===== src/hw/rtl/assert_macros.svh =====
// Assertion macros used by the ordered list engine.
`ifndef ASSERT_MACROS_SVH
`define ASSERT_MACROS_SVH

// Check a property on every clock edge outside reset.
`define OLE_ASSERT(label, prop, msg) \
    label: assert property (@(posedge i_clk) disable iff (!i_rst_n) (prop)) else $error(msg);

// Check that a condition implies a consequence on the next clock edge.
`define OLE_ASSERT_NEXT(label, ante, cons, msg) \
    label: assert property (@(posedge i_clk) disable iff (!i_rst_n) (ante) |=> (cons)) \
        else $error(msg);

`endif


===== src/hw/rtl/ole_pkg.sv =====
// Package for the ordered list engine: word types, operation and status codes.
package ole_pkg;

    localparam int OLE_CAPACITY = 16;
    localparam int OLE_SHIFT_W  = 16;

    localparam logic [2:0] OP_INSERT  = 3'd0;
    localparam logic [2:0] OP_DELETE  = 3'd1;
    localparam logic [2:0] OP_ROTATE  = 3'd2;
    localparam logic [2:0] OP_REVERSE = 3'd3;
    localparam logic [2:0] OP_CLEAR   = 3'd4;
    localparam logic [2:0] OP_READ    = 3'd5;

    localparam logic [1:0] ST_OK    = 2'd0;
    localparam logic [1:0] ST_RANGE = 2'd1;
    localparam logic [1:0] ST_FULL  = 2'd2;

    typedef struct packed {
        logic [2:0]             func;
        logic [4:0]             position;
        logic signed [31:0]     value;
        logic [OLE_SHIFT_W-1:0] shift_amount;
    } t_in_word;

    typedef struct packed {
        logic [4:0]         entry_count;
        logic signed [31:0] read_value;
        logic [1:0]         status;
    } t_out_word;

endpackage


===== src/hw/rtl/ordered_list_engine.sv =====
// Ordered list engine: a list of signed 32-bit values in one memory, with a sequencer.
//
// The engine keeps up to CAPACITY signed 32-bit values in order from the head, in a single
// memory with one write port and one registered read port, and runs one operation per input
// word: insert, delete, rotate, reverse, clear or read. Every word gives exactly one result
// word carrying the entry count, the read value and a status. The input stalls while an
// operation runs; the result sits in an output register, so the next word can be taken while
// a result still waits. Clear, failed checks, unused codes and rotate or reverse of an empty
// list go straight to the result; read waits on the registered read port; insert shifts the
// entries from position p up by one before it writes; delete shifts the entries after p down
// by one. Reverse of a nonempty list swaps pairs from the ends inward, each swapped pair an
// index check, two reads and two writes. Rotate first reduces the offset modulo n with a
// restoring divider that takes one bit per cycle, then turns the list with three range
// reversals; a zero effective offset ends after the divider. The single memory port pair
// sets every loop, one read and one write per element moved.
`include "assert_macros.svh"

module ordered_list_engine #(
    parameter int CAPACITY = ole_pkg::OLE_CAPACITY
) (
    input  logic              i_clk,
    input  logic              i_rst_n,
    input  logic              i_in_valid,
    output logic              o_in_stall,
    input  ole_pkg::t_in_word i_in,
    output logic              o_out_valid,
    input  logic              i_out_stall,
    output ole_pkg::t_out_word o_out
);
    import ole_pkg::*;

    localparam int AW  = $clog2(CAPACITY);
    localparam int CW  = $clog2(CAPACITY + 1);
    localparam int PW  = (CW > 5) ? CW : 5;
    localparam int SCW = $clog2(OLE_SHIFT_W);

    typedef enum logic [3:0] {
        S_IDLE, S_DIV, S_REV_CHK, S_RLO, S_RHI, S_WLO, S_WHI,
        S_SH_RD, S_SH_WR, S_INS_WR, S_DEL_RD, S_DEL_WR, S_RD_WAIT, S_RD_TAKE, S_DONE
    } t_state;

    t_state                 r_state;
    logic [CW-1:0]          r_count;
    logic [AW-1:0]          r_pos;
    logic [31:0]            r_val;
    logic [OLE_SHIFT_W-1:0] r_dvd;
    logic [SCW-1:0]         r_step;
    logic [CW-1:0]          r_rem;
    logic [AW-1:0]          r_k;
    logic [AW-1:0]          r_lo;
    logic [AW-1:0]          r_hi;
    logic [AW-1:0]          r_shift;
    logic [1:0]             r_phase;
    logic [31:0]            r_tmp;
    logic [31:0]            r_rd;
    logic [1:0]             r_status;
    logic                   r_out_valid;
    t_out_word              r_out;

    logic [31:0]            r_mem [CAPACITY];
    logic [31:0]            r_rd_data;

    logic                   mem_we;
    logic [AW-1:0]          mem_waddr;
    logic [31:0]            mem_wdata;
    logic                   mem_re;
    logic [AW-1:0]          mem_raddr;

    logic [PW-1:0]          pos_x;
    logic [PW-1:0]          cnt_x;
    logic [CW:0]            div_trial;
    logic [CW:0]            div_next;
    logic [CW-1:0]          rem_next;
    logic [AW-1:0]          last_idx;
    logic [CW:0]            k_ext;

    assign o_in_stall  = (r_state != S_IDLE);
    assign o_out_valid = r_out_valid;
    assign o_out       = r_out;

    always_comb begin
        pos_x     = PW'(i_in.position);
        cnt_x     = PW'(r_count);
        last_idx  = AW'(r_count - CW'(1));
        k_ext     = (CW+1)'(r_k);
        // one restoring division step: shift in a dividend bit, subtract if it fits
        div_trial = {r_rem, r_dvd[OLE_SHIFT_W-1]};
        div_next  = (div_trial >= {1'b0, r_count}) ? (div_trial - {1'b0, r_count}) : div_trial;
        rem_next  = div_next[CW-1:0];
    end

    always_comb begin
        mem_we    = 1'b0;
        mem_waddr = r_k;
        mem_wdata = r_rd_data;
        mem_re    = 1'b0;
        mem_raddr = r_k;
        case (r_state)
            S_SH_RD: begin
                mem_re    = 1'b1;
                mem_raddr = r_k - AW'(1);
            end
            S_SH_WR: begin
                mem_we    = 1'b1;
            end
            S_INS_WR: begin
                mem_we    = 1'b1;
                mem_waddr = r_pos;
                mem_wdata = r_val;
            end
            S_DEL_RD: begin
                mem_re    = 1'b1;
                mem_raddr = r_k + AW'(1);
            end
            S_DEL_WR: begin
                mem_we    = 1'b1;
            end
            S_RLO: begin
                mem_re    = 1'b1;
                mem_raddr = r_lo;
            end
            S_RHI: begin
                mem_re    = 1'b1;
                mem_raddr = r_hi;
            end
            S_WLO: begin
                mem_we    = 1'b1;
                mem_waddr = r_lo;
            end
            S_WHI: begin
                mem_we    = 1'b1;
                mem_waddr = r_hi;
                mem_wdata = r_tmp;
            end
            S_RD_WAIT: begin
                mem_re    = 1'b1;
                mem_raddr = r_pos;
            end
            default: begin
                mem_we    = 1'b0;
            end
        endcase
    end

    always_ff @(posedge i_clk) begin
        if (mem_we) begin
            r_mem[mem_waddr] <= mem_wdata;
        end
        if (mem_re) begin
            r_rd_data <= r_mem[mem_raddr];
        end
    end

    always_ff @(posedge i_clk) begin
        if (!i_rst_n) begin
            r_state     <= S_IDLE;
            r_count     <= '0;
            r_out_valid <= 1'b0;
        end else begin
            case (r_state)
                S_IDLE: begin
                    if (i_in_valid) begin
                        r_status <= ST_OK;
                        r_rd     <= '0;
                        r_pos    <= pos_x[AW-1:0];
                        r_val    <= i_in.value;
                        r_state  <= S_DONE;
                        case (i_in.func)
                            OP_INSERT: begin
                                if (pos_x > cnt_x) begin
                                    r_status <= ST_RANGE;
                                end else if (r_count == CW'(CAPACITY)) begin
                                    r_status <= ST_FULL;
                                end else begin
                                    r_k <= r_count[AW-1:0];
                                    if (r_count[AW-1:0] > pos_x[AW-1:0]) begin
                                        r_state <= S_SH_RD;
                                    end else begin
                                        r_state <= S_INS_WR;
                                    end
                                end
                            end
                            OP_DELETE: begin
                                if (pos_x >= cnt_x) begin
                                    r_status <= ST_RANGE;
                                end else begin
                                    r_k <= pos_x[AW-1:0];
                                    if (({1'b0, pos_x} + (PW+1)'(1)) < {1'b0, cnt_x}) begin
                                        r_state <= S_DEL_RD;
                                    end else begin
                                        r_count <= r_count - CW'(1);
                                    end
                                end
                            end
                            OP_ROTATE: begin
                                if (r_count != '0) begin
                                    r_dvd   <= i_in.shift_amount;
                                    r_rem   <= '0;
                                    r_step  <= SCW'(OLE_SHIFT_W - 1);
                                    r_state <= S_DIV;
                                end
                            end
                            OP_REVERSE: begin
                                if (r_count != '0) begin
                                    r_phase <= 2'd2;
                                    r_lo    <= '0;
                                    r_hi    <= last_idx;
                                    r_state <= S_REV_CHK;
                                end
                            end
                            OP_CLEAR: begin
                                r_count <= '0;
                            end
                            OP_READ: begin
                                if (pos_x >= cnt_x) begin
                                    r_status <= ST_RANGE;
                                end else begin
                                    r_state <= S_RD_WAIT;
                                end
                            end
                            default: begin
                                r_status <= ST_OK;
                            end
                        endcase
                    end
                end
                S_DIV: begin
                    r_rem  <= rem_next;
                    r_dvd  <= {r_dvd[OLE_SHIFT_W-2:0], 1'b0};
                    r_step <= r_step - SCW'(1);
                    if (r_step == '0) begin
                        // rotate left by s: reverse [0,s), reverse [s,n), then reverse all
                        if (rem_next == '0) begin
                            r_state <= S_DONE;
                        end else begin
                            r_shift <= rem_next[AW-1:0];
                            r_phase <= 2'd0;
                            r_lo    <= '0;
                            r_hi    <= rem_next[AW-1:0] - AW'(1);
                            r_state <= S_REV_CHK;
                        end
                    end
                end
                S_REV_CHK: begin
                    if (r_lo < r_hi) begin
                        r_state <= S_RLO;
                    end else begin
                        case (r_phase)
                            2'd0: begin
                                r_phase <= 2'd1;
                                r_lo    <= r_shift;
                                r_hi    <= last_idx;
                            end
                            2'd1: begin
                                r_phase <= 2'd2;
                                r_lo    <= '0;
                                r_hi    <= last_idx;
                            end
                            default: begin
                                r_state <= S_DONE;
                            end
                        endcase
                    end
                end
                S_RLO: begin
                    r_state <= S_RHI;
                end
                S_RHI: begin
                    r_tmp   <= r_rd_data;
                    r_state <= S_WLO;
                end
                S_WLO: begin
                    r_state <= S_WHI;
                end
                S_WHI: begin
                    r_lo    <= r_lo + AW'(1);
                    r_hi    <= r_hi - AW'(1);
                    r_state <= S_REV_CHK;
                end
                S_SH_RD: begin
                    r_state <= S_SH_WR;
                end
                S_SH_WR: begin
                    r_k <= r_k - AW'(1);
                    if ((r_k - AW'(1)) > r_pos) begin
                        r_state <= S_SH_RD;
                    end else begin
                        r_state <= S_INS_WR;
                    end
                end
                S_INS_WR: begin
                    r_count <= r_count + CW'(1);
                    r_state <= S_DONE;
                end
                S_DEL_RD: begin
                    r_state <= S_DEL_WR;
                end
                S_DEL_WR: begin
                    r_k <= r_k + AW'(1);
                    if ((k_ext + (CW+1)'(2)) < {1'b0, r_count}) begin
                        r_state <= S_DEL_RD;
                    end else begin
                        r_count <= r_count - CW'(1);
                        r_state <= S_DONE;
                    end
                end
                S_RD_WAIT: begin
                    r_state <= S_RD_TAKE;
                end
                S_RD_TAKE: begin
                    r_rd    <= r_rd_data;
                    r_state <= S_DONE;
                end
                S_DONE: begin
                    // hold the result until the output register is free
                    if (!r_out_valid || !i_out_stall) begin
                        r_out.entry_count <= cnt_x[4:0];
                        r_out.read_value  <= r_rd;
                        r_out.status      <= r_status;
                        r_state           <= S_IDLE;
                    end
                end
                default: begin
                    r_state <= S_IDLE;
                end
            endcase

            if (r_state == S_DONE && (!r_out_valid || !i_out_stall)) begin
                r_out_valid <= 1'b1;
            end else if (!i_out_stall) begin
                r_out_valid <= 1'b0;
            end
        end
    end

    `OLE_ASSERT(a_count_bound, r_count <= CW'(CAPACITY), "entry count above capacity")
    `OLE_ASSERT(a_insert_room, (r_state == S_INS_WR) |-> (r_count < CW'(CAPACITY)),
        "insert into full list")
    `OLE_ASSERT(a_div_rem, (r_state == S_DIV) |-> (r_rem < r_count),
        "divider remainder not below count")
    `OLE_ASSERT(a_swap_order, (r_state == S_RLO) |-> (r_lo < r_hi), "swap with crossed indices")
    `OLE_ASSERT_NEXT(a_result_load, (r_state == S_DONE) && !r_out_valid,
        o_out_valid && (r_state == S_IDLE), "finished result not loaded")

endmodule

===== config.mk =====
export PLATFORM = sky130hd
export DESIGN_NAME = ordered_list_engine
export DESIGN_NICKNAME = d
export VERILOG_FILES = /design/src/hw/rtl/ole_pkg.sv /design/src/hw/rtl/ordered_list_engine.sv
export VERILOG_INCLUDE_DIRS = /design/src /design/src/hw/rtl
export SDC_FILE = /design/constraint.sdc
export NUM_CORES = 1
export LEC_CHECK = 0
export BUFFER_PORTS_ARGS = -buffer_cell sky130_fd_sc_hd__buf_4
export CAP_MARGIN = 40
export CORE_MARGIN = 10
export CORE_UTILIZATION = 35
export DETAILED_ROUTE_END_ITERATION = 8
export PLACE_DENSITY_LB_ADDON = 0.2
export SLEW_MARGIN = 20
export SYNTH_ARGS = -nofsm -noshare
export SYNTH_HDL_FRONTEND = slang
export SYNTH_SLANG_ARGS = --single-unit

===== constraint.sdc =====
create_clock -name i_clk -period 13 [get_ports i_clk]
set_input_delay 1.3 -clock i_clk [delete_from_list [all_inputs] [get_ports i_clk]]
set_output_delay 1.3 -clock i_clk [all_outputs]
set_load 0.05 [all_outputs]

Yosys cells after proc, flatten, opt, wreduce, memory -nomap -nowiden. Memories as Yosys holds them, arrays and structs flattened. A register that Yosys moved wholly into a read port is not among the register bits. Index checks and enable logic that the tools add are counted.

Register bits: 194. RAM bits: 512. Bits of input ports: 60. Output and inout port bits: 41. Word-level logic and storage cells: 196. Memories: 1.

Add/sub/neg operators: 11. Magnitude comparators: 8. Equality and inequality tests: 40. Mux-type cells: 82. Bitwise gates (word level): 1. Reductions and logical operators: 34.

Memories: r_mem (depth 16, bits a word 32, read ports 1, clocked after Yosys merged registers in 1, wr ports 1, RTL line ordered_list_engine.sv:60) `logic [31:0] r_mem [CAPACITY];`.

Operators by type and width (count): 4-bit 2-to-1 mux (32); 32-bit case mux with 2 select lines (2); 4-bit case mux with 14 select lines (1); 16-bit 2-to-1 mux (3); 5-bit 2-to-1 mux (8); 4-bit case mux with 5 select lines (2); 32-bit 2-to-1 mux (1); 16-bit case mux with 2 select lines (1); 4-bit case mux with 4 select lines (2); 4-bit equality test (second input constant) (7); 9-bit AND reduction (3); 4-bit case mux with 2 select lines (3); 4-bit case mux with 3 select lines (2); 5-bit case mux with 2 select lines (2); 2-bit 2-to-1 mux (9); 3-bit inequality test (second input constant) (6); 4-bit by 3-bit equality test with 1-bit output (second input constant) (4); 2-bit inequality test (second input constant) (8); 4-bit by 1-bit subtractor with 4-bit output (second input constant) (4); 5-bit case mux with 3 select lines (1); 5-bit OR reduction (2); 3-bit 2-to-1 mux (3); 3-bit AND reduction (3); 3-bit nonzero test (3); 42 further kinds (64).

Logic depth before layout (Yosys ltp). Gate-level depths: netlist of run 1.

Depth in word-level cells: 7. Mapped depth: 14.

Worst setup path after synthesis of run 1. Ideal clock, no wire load.

Path kind: input port to flip-flop. From: in i_in[55] (netlist name). To: reg r_dvd[0] (enable). Arrival time: 4.158 ns. Required time: 12.530 ns. Slack: 8.372 ns. Stages: 4. Path buffers: 1. Cell sequence: buf_1 nor2_1 a21oi_1 nor4_1.

Word-level cells in the longest chain between the ends: 3.

Ends and longest elaborated chain: start: declaration (RTL line ordered_list_engine.sv:25) `input ole_pkg::t_in_word i_in,`; 3-bit by 2-bit equality test with 1-bit output (RTL line ordered_list_engine.sv:168) `case (i_in.func)`; 2-bit by 1-bit inequality test with 1-bit output (no line); 5-bit AND reduction (no line); end signal: assignment (RTL line ordered_list_engine.sv:197) `r_dvd <= i_in.shift_amount;`; end signal: assignment (RTL line ordered_list_engine.sv:229) `r_dvd <= {r_dvd[OLE_SHIFT_W-2:0], 1'b0};`; end: declaration (RTL line ordered_list_engine.sv:46) `logic [OLE_SHIFT_W-1:0] r_dvd;`.

No other way between the ends. A chain may end at the register's enable or synchronous reset.

Final worst setup path of run 1.
From: reg r_state[3]. To: reg r_rd_data[4], read port of r_mem, data pin.

Word-level cells in the longest chain between the ends: 3. Elaborated cells on any way between the ends: 8.

Ends and longest elaborated chain: start: declaration (RTL line ordered_list_engine.sv:42) `t_state r_state;`; start signal: assignment (RTL line ordered_list_engine.sv:156) `r_state <= S_IDLE;`; start signal: assignment (RTL line ordered_list_engine.sv:167) `r_state <= S_DONE;`; start signal: assignment (RTL line ordered_list_engine.sv:177) `r_state <= S_SH_RD;`; 4-bit equality test (tied with other cells) (RTL line ordered_list_engine.sv:98) `case (r_state)`; 5-bit OR reduction (no line); 1-bit 2-to-1 mux (RTL line ordered_list_engine.sv:98); end: declaration (RTL line ordered_list_engine.sv:61) `logic [31:0] r_rd_data;`.

Parallel ways exist; a longest one is shown, timed or not.

==> results.txt, run 1 <==
Clock skew: 0.0272 ns
Setup bufs post-CTS: 0
Root Driver: clkbuf_16
DRC viols: 0
Largest net degree at the start of global routing: 68
DP HPWL: 44400 µm
FF-to-FF Start: r_state[3]
Slowest Stage Delay on Critical Path: 0.84 ns
Finished Cell Area: 35700 µm²
DP Area: 33100 µm²
Post-Place Setup Slack: 7.24 ns
CP Max Fanout: 55
Top Ports: 101
Switching Share: 33.3%
Fin nets: 2226
Via Count: 17275
Post-CTS Hold Buffers: 0
Port bufs: 100
Sequential share of power: 40.9%
DRT iter0 DRCs: 1432
Status: finished clean
Synth warn: 0
Worst Setup Start Kind: flop
Psw: 2740 µW
Seq/Total Area, Yosys: 71.5%
Vias per cell: 5.17
RSZ-0062 raised after global routing: false
Die height: 317 µm
CTS tree: yes
Yosys reg bits: 738
Pint: 5490 µW
CTS Buf Count: 79
Max_cap viols: 0
Layout cells sized above 1: 17.5%
P_leak: 0.0124 µW
Cts repair resizes: 0
Post-synth EDFFs: 728
Setup TNS: 0 ns
Cells along the critical path: nor2b_2, a21oi_1, o21ai_4, buf_4, o221a_4, buf_4, buf_4, buf_16, buf_4, buf_16, mux2i_1, mux2_2, o22ai_1, a221o_1
Tmin final: 5.33 ns
Crit share post-route: 41.0%
Antenna Violating Nets Remaining: 0
Area growth from synthesis to layout: 15.8%
H-tree levels: 3
Worst Tran Pin Value: 0.817 ns
WP data arrival: 5.68 ns
Crit Path Class: reg2reg
Critical path's most frequent cell: buf_4
Yosys cell types: 68
Worst Hold Depth: 0
Crit-path slowest cell: dfxtp_1
Synth Instances: 2001
CTS max path bufs: 3
Synth Net Count: 2104
Initial Utilization: 35.4%
Final Max Tran Viols: 0
Initial antenna violation count: 4
GRT Resource Usage Total: 15.1%
Worst relative slew slack: 45.5%
Clock transition at the registers of the reported paths: 0.06 ns
CP required: 13.36 ns
Hold wc startpoint: r_rd[28]
FMAX: 188 MHz
Final Setup Violations: 0
Remaining Overflow, GRT: 0
Fin. Hold Viols: 0
Worst setup EP type: flop
Rows: 108
CTS sink cnt: 738
Core area: 87200 µm²
CP Launch Point: r_state[3]
Setup slack after layout: 7.67 ns
First-pass GRT wire length: 114000 µm
CP delay by family, top: buffers and inverters
FFs w/ async S/R, synth: 0%
Worst skew pair latency: 0.63 ns
R2R Path End: r_rd_data[4]
Peak supply drop: 0.000111 V
Clock network power share: 26.9%
Vias in the first global route: 17314
Total power: 8230 µW
Hold EP: o_out[30]
PwrDens: 230 nW/µm²
Worst-case reg-to-reg path depth: 14
Logic pwr share: 32.1%
Flop-to-flop setup slack: 7.67 ns
Cell Area, Synth: 30800 µm²
Post-synth top flop: edfxtp_1
Wire per inst: 23.1 µm
CP bufs+invs: 6
Drt pass-1 iters: 5
Die footprint: 100000 µm²
HP Class: reg2reg
Placer Congestion: 0.861
Final Routed Wirelength: 77300 µm
Avg Inst Size Synth: 15.4 µm²
Antenna diodes: 0
Die width: 317 µm
power by group through the flow:
stage	clock [µW]	combinational [µW]	sequential, µW
floorplan	0	1920	3350
global placement	0	2530	3410
detailed placement	0	2600	3420
CTS	2280	2610	3370
global route	2370	2890	3390
finish	2220	2640	3370
worst register-to-register path: stages, from the launching register on:
cell     delay (ns)
dfxtp_1        0.84
nor2b_2        0.56
a21oi_1        0.19
o21ai_4        0.14
buf_4          0.59
o221a_4        0.28
buf_4          0.40
buf_4          0.41
buf_16         0.30
buf_4          0.25
buf_16         0.28
mux2i_1        0.27
mux2_2         0.17
o22ai_1        0.09
a221o_1        0.29
worst max path at each step:
stage,end,slack (ns),cells after the start
2_1_floorplan,r_dvd[0],8.37,4
3_5_place_dp,r_rd_data[20],7.24,10
3_3_place_gp,r_rd_data[5],6.87,12
4_1_cts,r_rd_data[20],7.23,10
5_1_grt,r_rd_data[4],7.33,14
6_report,r_rd_data[4],7.67,14
sequential cells by signal, summed over array words and instances, names as in the netlist, 5 cells and up:
register / flops
r_mem: 512
r_tmp: 32
r_rd: 32
r_rd_data: 32
r_dvd: 16
cnt_x: 5
o_out: 39
r_val: 32
r_rem: 5
synthesized netlist by cell type, drive strengths merged (4+ instances only):
library cell  instances  area, µm²
edfxtp              728      21900
ha                   42        526
buf                  57        390
nor2                 68        258
o21a                  4       30.0
nor3b                 4       30.0
nand3                17       85.1
inv                  38        143
nor3                 22        110
nand2b                8       50.1
xnor2                12        105
o21ai                30        154
a31oi                 5       31.3
or3                   5       31.3
a22oi                37        278
dfxtp                10        200
o221ai                4       41.3
and2                 34        213
clkbuf               51        191
mux2                 66        743
xor2                  6       52.6
o22ai                37        231
a21oi               108        541
nand4                 5       31.3
a221o                33        330
a21o                  9       67.6
and3                  6       37.5
nand2               172        648
a221oi                6       52.6
a211oi               73        618
nor2b                69        442
mux2i               200       2000
cells in the final DEF, fill, tap and decap left out, types with 5 or more instances in the layout:
master / Yosys / layout
ha_1: 42 / 42
dfxtp_1: 10 / 10
nand2b_1: 8 / 8
a221o_1: 33 / 33
mux2_2: 66 / 66
nor2b_1: 67 / 67
a211oi_1: 59 / 59
clkinv_2: 0 / 18
nand3_1: 17 / 17
inv_1: 37 / 37
or3_1: 5 / 5
buf_16: 0 / 7
nand4_1: 5 / 5
a22oi_1: 37 / 37
clkbuf_16: 0 / 81
xnor2_1: 12 / 12
a21o_1: 9 / 9
a21oi_1: 108 / 108
edfxtp_1: 728 / 728
clkinv_1: 0 / 17
nor2_1: 67 / 45
clkbuf_1: 51 / 14
and2_1: 34 / 34
xor2_1: 6 / 6
a31oi_1: 5 / 5
bufinv_16: 0 / 7
mux2i_1: 200 / 200
a211oi_2: 14 / 14
nand2_1: 171 / 171
nor3_1: 22 / 22
o21ai_0: 29 / 29
o22ai_1: 37 / 37
nor2_4: 0 / 21
buf_4: 17 / 140
a221oi_1: 6 / 6
routing by layer:
layer / up-vias / global-route usage [%] / wire length [µm]
met4: 2 / 4.08 / 1430
li1: 7981 / - / -
met3: 110 / 2.36 / 3490
met1: 8775 / 20.7 / 35600
met2: 407 / 24.6 / 36700
met5: - / 0 / 9
cell families after synthesis:
family	count (synthesis)	share of synthesized area, %
fa+ha+maj	43	1.77
buf+inv	146	2.35
mux	266	8.90
simple gates	418	6.46
compound gates	372	8.48
xor+xnor	18	0.511
flops	738	71.5
per-stage QoR:
stage	utilization (%)	std cells	hold WS (ns)
4_1_cts	40.9	3336	0.420
3_5_place_dp	37.9	3192	0.406
6_report	41.0	3341	0.417
2_1_floorplan	-	2001	0.400
5_1_grt	41.0	3341	0.432
3_3_place_gp	37.8	3188	0.402
final cells by class:
type | count | area, µm²
fillers | 7909 | 51400
flip-flops and latches | 738 | 22100
multi-input cells | 1117 | 8260
clock buffers | 95 | 2080
well taps | 1155 | 1450
repair buffers | 149 | 1270
clock inverters | 49 | 475
inverters | 38 | 143
No activity file was read; power rests on OpenSTA's default activity.
==> run 2: changes to the inputs <==
==> constraint.sdc (replaced) <==
create_clock -name i_clk -period 4.88 [get_ports i_clk]
set_input_delay 0.488 -clock i_clk [delete_from_list [all_inputs] [get_ports i_clk]]
set_output_delay 0.488 -clock i_clk [all_outputs]
set_load 0.05 [all_outputs]
==> results.txt, run 2 (synthesis gave the netlist of run 1 again) <==
Switching Share: 33.2%
Most frequent cells in the layout: edfxtp_1, mux2i_1, nand2_1
Worst relative slew slack: 47.6%
CP Max Fanout: 35
Worst-case reg-to-reg path depth: 9
CTS tree: yes
Peak supply drop: 0.000320 V
Clock skew: 0.0260 ns
Flop-to-flop setup slack: 1.02 ns
Crit Path Class: reg2reg
Fin nets: 2247
CTS sink cnt: 738
Sequential share of power: 40.4%
Placer Congestion: 0.861
Hold Slack: 0.0358 ns
Psw: 7370 µW
H-tree levels: 3
Pint: 14800 µW
Initial antenna violation count: 3
Die footprint: 100000 µm²
DP Area: 33400 µm²
HP Class: in2reg
Core area: 87200 µm²
Largest reg by FF count: r_mem
Filler Cells Inserted: 7857
Final Routed Wirelength: 78900 µm
Clock network power share: 27.3%
FMAX: 259 MHz
Setup bufs post-CTS: 0
Setup TNS: 0 ns
DP HPWL: 47000 µm
Clock transition at the registers of the reported paths: 0.06 ns
Root Driver: clkbuf_16
Crit share post-route: 79.1%
Fin. Hold Viols: 0
Cells along the critical path: nor2b_2, a21oi_1, o21ai_4, buf_4, o22a_4, buf_4, mux2_2, o22ai_1, a221o_1
Worst Setup Start Kind: flop
Wire per inst: 23.5 µm
Worst Hold Depth: 1
Vias per cell: 5.18
Logic pwr share: 32.2%
Slowest Stage Delay on Critical Path: 0.66 ns
Drt pass-1 iters: 7
Status: finished clean
Layout cells sized above 1: 17.9%
DRC viols: 0
DRT iter0 DRCs: 1428
Top Ports: 101
Max FFs per register: 512
Worst setup EP type: flop
Post-CTS Hold Buffers: 3
WP data arrival: 4.22 ns
P_leak: 0.0125 µW
CTS max path bufs: 3
Cts repair resizes: 0
Initial Utilization: 35.4%
Final Setup Violations: 0
Vias in the first global route: 17448
CP required: 5.24 ns
Remaining Overflow, GRT: 0
CTS Buf Count: 81
Antenna diodes: 0
Worst Tran Pin Value: 0.786 ns
Die height: 317 µm
Die width: 317 µm
Worst skew pair latency: 0.63 ns
First-pass GRT wire length: 117000 µm
Max_cap viols: 0
Via Count: 17411
Largest net degree at the start of global routing: 61
RSZ-0062 raised after global routing: false
Tmin final: 3.86 ns
Critical path's most frequent cell: buf_4
Crit-path slowest cell: o22a_4
Most common cell after layout, fill and taps aside: edfxtp_1
Port bufs: 100
Rows: 108
PwrDens: 616 nW/µm²
Area growth from synthesis to layout: 16.9%
Finished Cell Area: 36100 µm²
Final Max Tran Viols: 0
Antenna Violating Nets Remaining: 0
GRT Resource Usage Total: 15.5%
[run 2: cell count changes in the layout (fill, tap and decap cells not counted), moves of 2 or more]
| cell | change |
|---|---|
| buf_12 | +16 |
| buf_16 | -7 |
| buf_4 | +6 |
| clkbuf_1 | +8 |
| clkbuf_16 | +2 |
| clkinv_1 | -2 |
| clkinv_16 | +2 |
| clkinv_2 | -10 |
| clkinvlp_4 | +2 |
| dlygate4sd3_1 | +3 |
| inv_16 | -2 |
[run 2: cell type report]
| cell class | instances | area (µm²) | area share (%) |
|---|---|---|---|
| sequential | 738 | 22100 | 61.2 |
| multi-input combinational | 1117 | 8250 | 22.9 |
| clock buffer | 106 | 2170 | 6.03 |
| timing repair buffer | 168 | 1490 | 4.13 |
| tap | 1155 | 1450 | 4.01 |
| clock inverter | 41 | 499 | 1.38 |
| inverter | 38 | 143 | 0.396 |
[run 2: layer usage]
metal,vias up,GRT usage (%),wire length (µm)
li1,8026,-,-
met1,8818,21.5,36000
met2,471,25.0,37200
met3,94,2.59,4410
met4,2,3.82,1300
met5,-,0,12
[run 2: through the flow]
stage | total power [µW] | utilization [%] | worst slack [ns] | cells
final | 22200 | 41.4 | 1.02 | 3363
after detailed placement | 16300 | 38.3 | 1.02 | 3212
after global routing | 23400 | 41.4 | 0.773 | 3363
after global placement | 16200 | 38.2 | 1.05 | 3209
after floorplan | 14000 | - | 0.495 | 2001
after CTS | 22400 | 41.4 | 1.00 | 3362
[run 2: critical path: cells and delay by family, from the launching register on]
kind	cells	cell delay (ns)
buffers and inverters	2	0.98
DFF	1	0.53
AOI/OAI and AO/OA	5	1.38
muxes	1	0.19
and+or+nand+nor	1	0.50
[run 2: path summary, 6_finish.rpt]
path | from | endpoint
min reg2reg | r_rd[29] | o_out[31]
min | i_in[29] | r_val[13]
max | r_state[2] | r_rd_data[27]
max reg2reg | r_state[2] | r_rd_data[27]
[run 2: power groups by stage]
stage / Sequential (µW) / Clock, µW / Combinational (µW)
CTS: 8980 / 6240 / 7230
global placement: 9090 / 0 / 7060
floorplan: 8930 / 0 / 5110
detailed placement: 9110 / 0 / 7200
global route: 9030 / 6520 / 7850
finish: 8980 / 6070 / 7160
==> run 3: changes to the inputs <==
==> constraint.sdc (replaced) <==
create_clock -name i_clk -period 3.28 [get_ports i_clk]
set_input_delay 0.328 -clock i_clk [delete_from_list [all_inputs] [get_ports i_clk]]
set_output_delay 0.328 -clock i_clk [all_outputs]
set_load 0.05 [all_outputs]
==> results.txt, run 3 (synthesis gave the netlist of run 1 again) <==
Fin. Hold Viols: 0
Top Ports: 101
Largest net degree at the start of global routing: 67
Worst setup EP type: flop
Worst relative slew slack: 54.0%
Initial Utilization: 35.4%
Most frequent cells in the layout: edfxtp_1, mux2i_1, buf_4
Drt pass-1 iters: 5
WP data arrival: 3.40 ns
CTS max path bufs: 3
Core area: 87200 µm²
Layout Utilization: 43.0%
CP Launch Point: r_dvd[15]
Reg area: 22100 µm²
Worst Tran Pin Value: 0.686 ns
Most common cell after layout, fill and taps aside: edfxtp_1
Final Setup Violations: 0
FF-to-FF Start: r_dvd[15]
Worst Setup Start Kind: flop
GRT Resource Usage Total: 15.8%
Multi-input gate area: 8290 µm²
P_leak: 0.0132 µW
HP Class: in2reg
DRC viols: 0
Vias in the first global route: 18143
DRT iter0 DRCs: 1338
Crit share post-route: 93.0%
Remaining Overflow, GRT: 0
DP HPWL: 49800 µm
Vias per cell: 5.16
Final Max Tran Viols: 0
Placer Congestion: 0.857
Clock transition at the registers of the reported paths: 0.05 ns
Final Routed Wirelength: 80600 µm
Initial antenna violation count: 0
Antenna Violating Nets Remaining: 0
Hold wc startpoint: i_in[15]
CTS tree: yes
CP required: 3.63 ns
Largest reg by FF count: r_mem
Max FFs per register: 512
Rows: 108
Antenna diodes: 0
Worst skew pair latency: 0.62 ns
First-pass GRT wire length: 118000 µm
Die height: 317 µm
PwrDens: 903 nW/µm²
Hold Slack: 0.0482 ns
Setup TNS: 0 ns
Via Count: 17967
Root Driver: clkbuf_16
Total power: 33800 µW
Max_cap viols: 0
Tmin final: 3.05 ns
Layout cells sized above 1: 20.5%
Finished Cell Area: 37400 µm²
CTS sink cnt: 738
CP Max Fanout: 3
Wire per inst: 23.2 µm
Die width: 317 µm
Crit Path Class: reg2reg
Peak supply drop: 0.000455 V
Port bufs: 100
CTS Buf Count: 80
FMAX: 328 MHz
Area growth from synthesis to layout: 21.4%
Clock skew: 0.0243 ns
Die footprint: 100000 µm²
Status: finished clean
Fin nets: 2363
DP Area: 34300 µm²
H-tree levels: 3
Filler Cells Inserted: 7799
-- run 3: cell types whose count changed in the layout (fill, tap and decap cells not counted), sizes merged --
cell / before / now
dlygate4sd3: 3 / 52
inv: 39 / 41
clkinv: 29 / 41
clkbuf: 107 / 92
clkinvlp: 3 / 2
buf: 164 / 233
-- run 3: path summary, 6_finish.rpt --
kind               end  slack [ns]  depth (start not counted)
max            r_hi[3]        0.23                         14
min          r_dvd[15]        0.05                          3
max reg2reg    r_hi[3]        0.23                         14
min reg2reg  o_out[16]        0.42                          0
-- run 3: what timing repair did --
| action | 4_1_cts | 5_1_grt |
|---|---|---|
| setup endpoints to repair | 8 | 11 |
| cloned | 0 | 0 |
| setup buffers | 0 | 3 |
| endpoints found under the hold margin | 52 | 0 |
| hold buffers | 52 | 0 |
| pin swaps | 0 | 3 |
| resized for setup | 1 | 7 |
-- run 3: cell type report --
| cell class | instances | area share, % |
|---|---|---|
| inverter | 38 | 0.381 |
| clock buffer | 92 | 5.47 |
| timing repair buffer | 285 | 7.82 |
| multi-input combinational | 1117 | 22.2 |
| sequential | 738 | 58.9 |
| tap | 1155 | 3.86 |
| clock inverter | 54 | 1.39 |
-- run 3: critical path, cell delays in order (launching register included) --
cell and delay, ns:
edfxtp_1 0.41, inv_1 0.08, ha_1 0.13, inv_1 0.06, fa_2 0.37, a211oi_2 0.28, o21a_1 0.20, nor2_1 0.06
a31oi_2 0.24, inv_1 0.11, mux2i_2 0.22, nand4_1 0.20, o21a_1 0.22, nor3_1 0.14, a211oi_1 0.07
-- run 3: layer usage --
metal  GRT usage (%)  wire length, µm  vias to the layer above  share of wire [%]
met2            25.5            37700                      480                 47
li1                -                -                     8270                  -
met1            21.9            37600                     9128                 47
met5               0                0                        -                  0
met4            4.46             1510                        0                1.9
met3            2.51             3790                       89                4.7
-- run 3: power by group --
group          switching (µW)  leakage [µW]  internal [µW]
logic                    7040       0.00524           4580
clock network            3700       0.00126           5140
registers                 501       0.00667          12800
-- run 3: metrics by stage --
stage / instances / setup WS, ns
CTS: 3476 / 0.0268
finish: 3479 / 0.230
detailed placement: 3278 / -0.0724
floorplan: 2001 / -0.378
global route: 3479 / -0.00515
global placement: 3277 / 0.0934
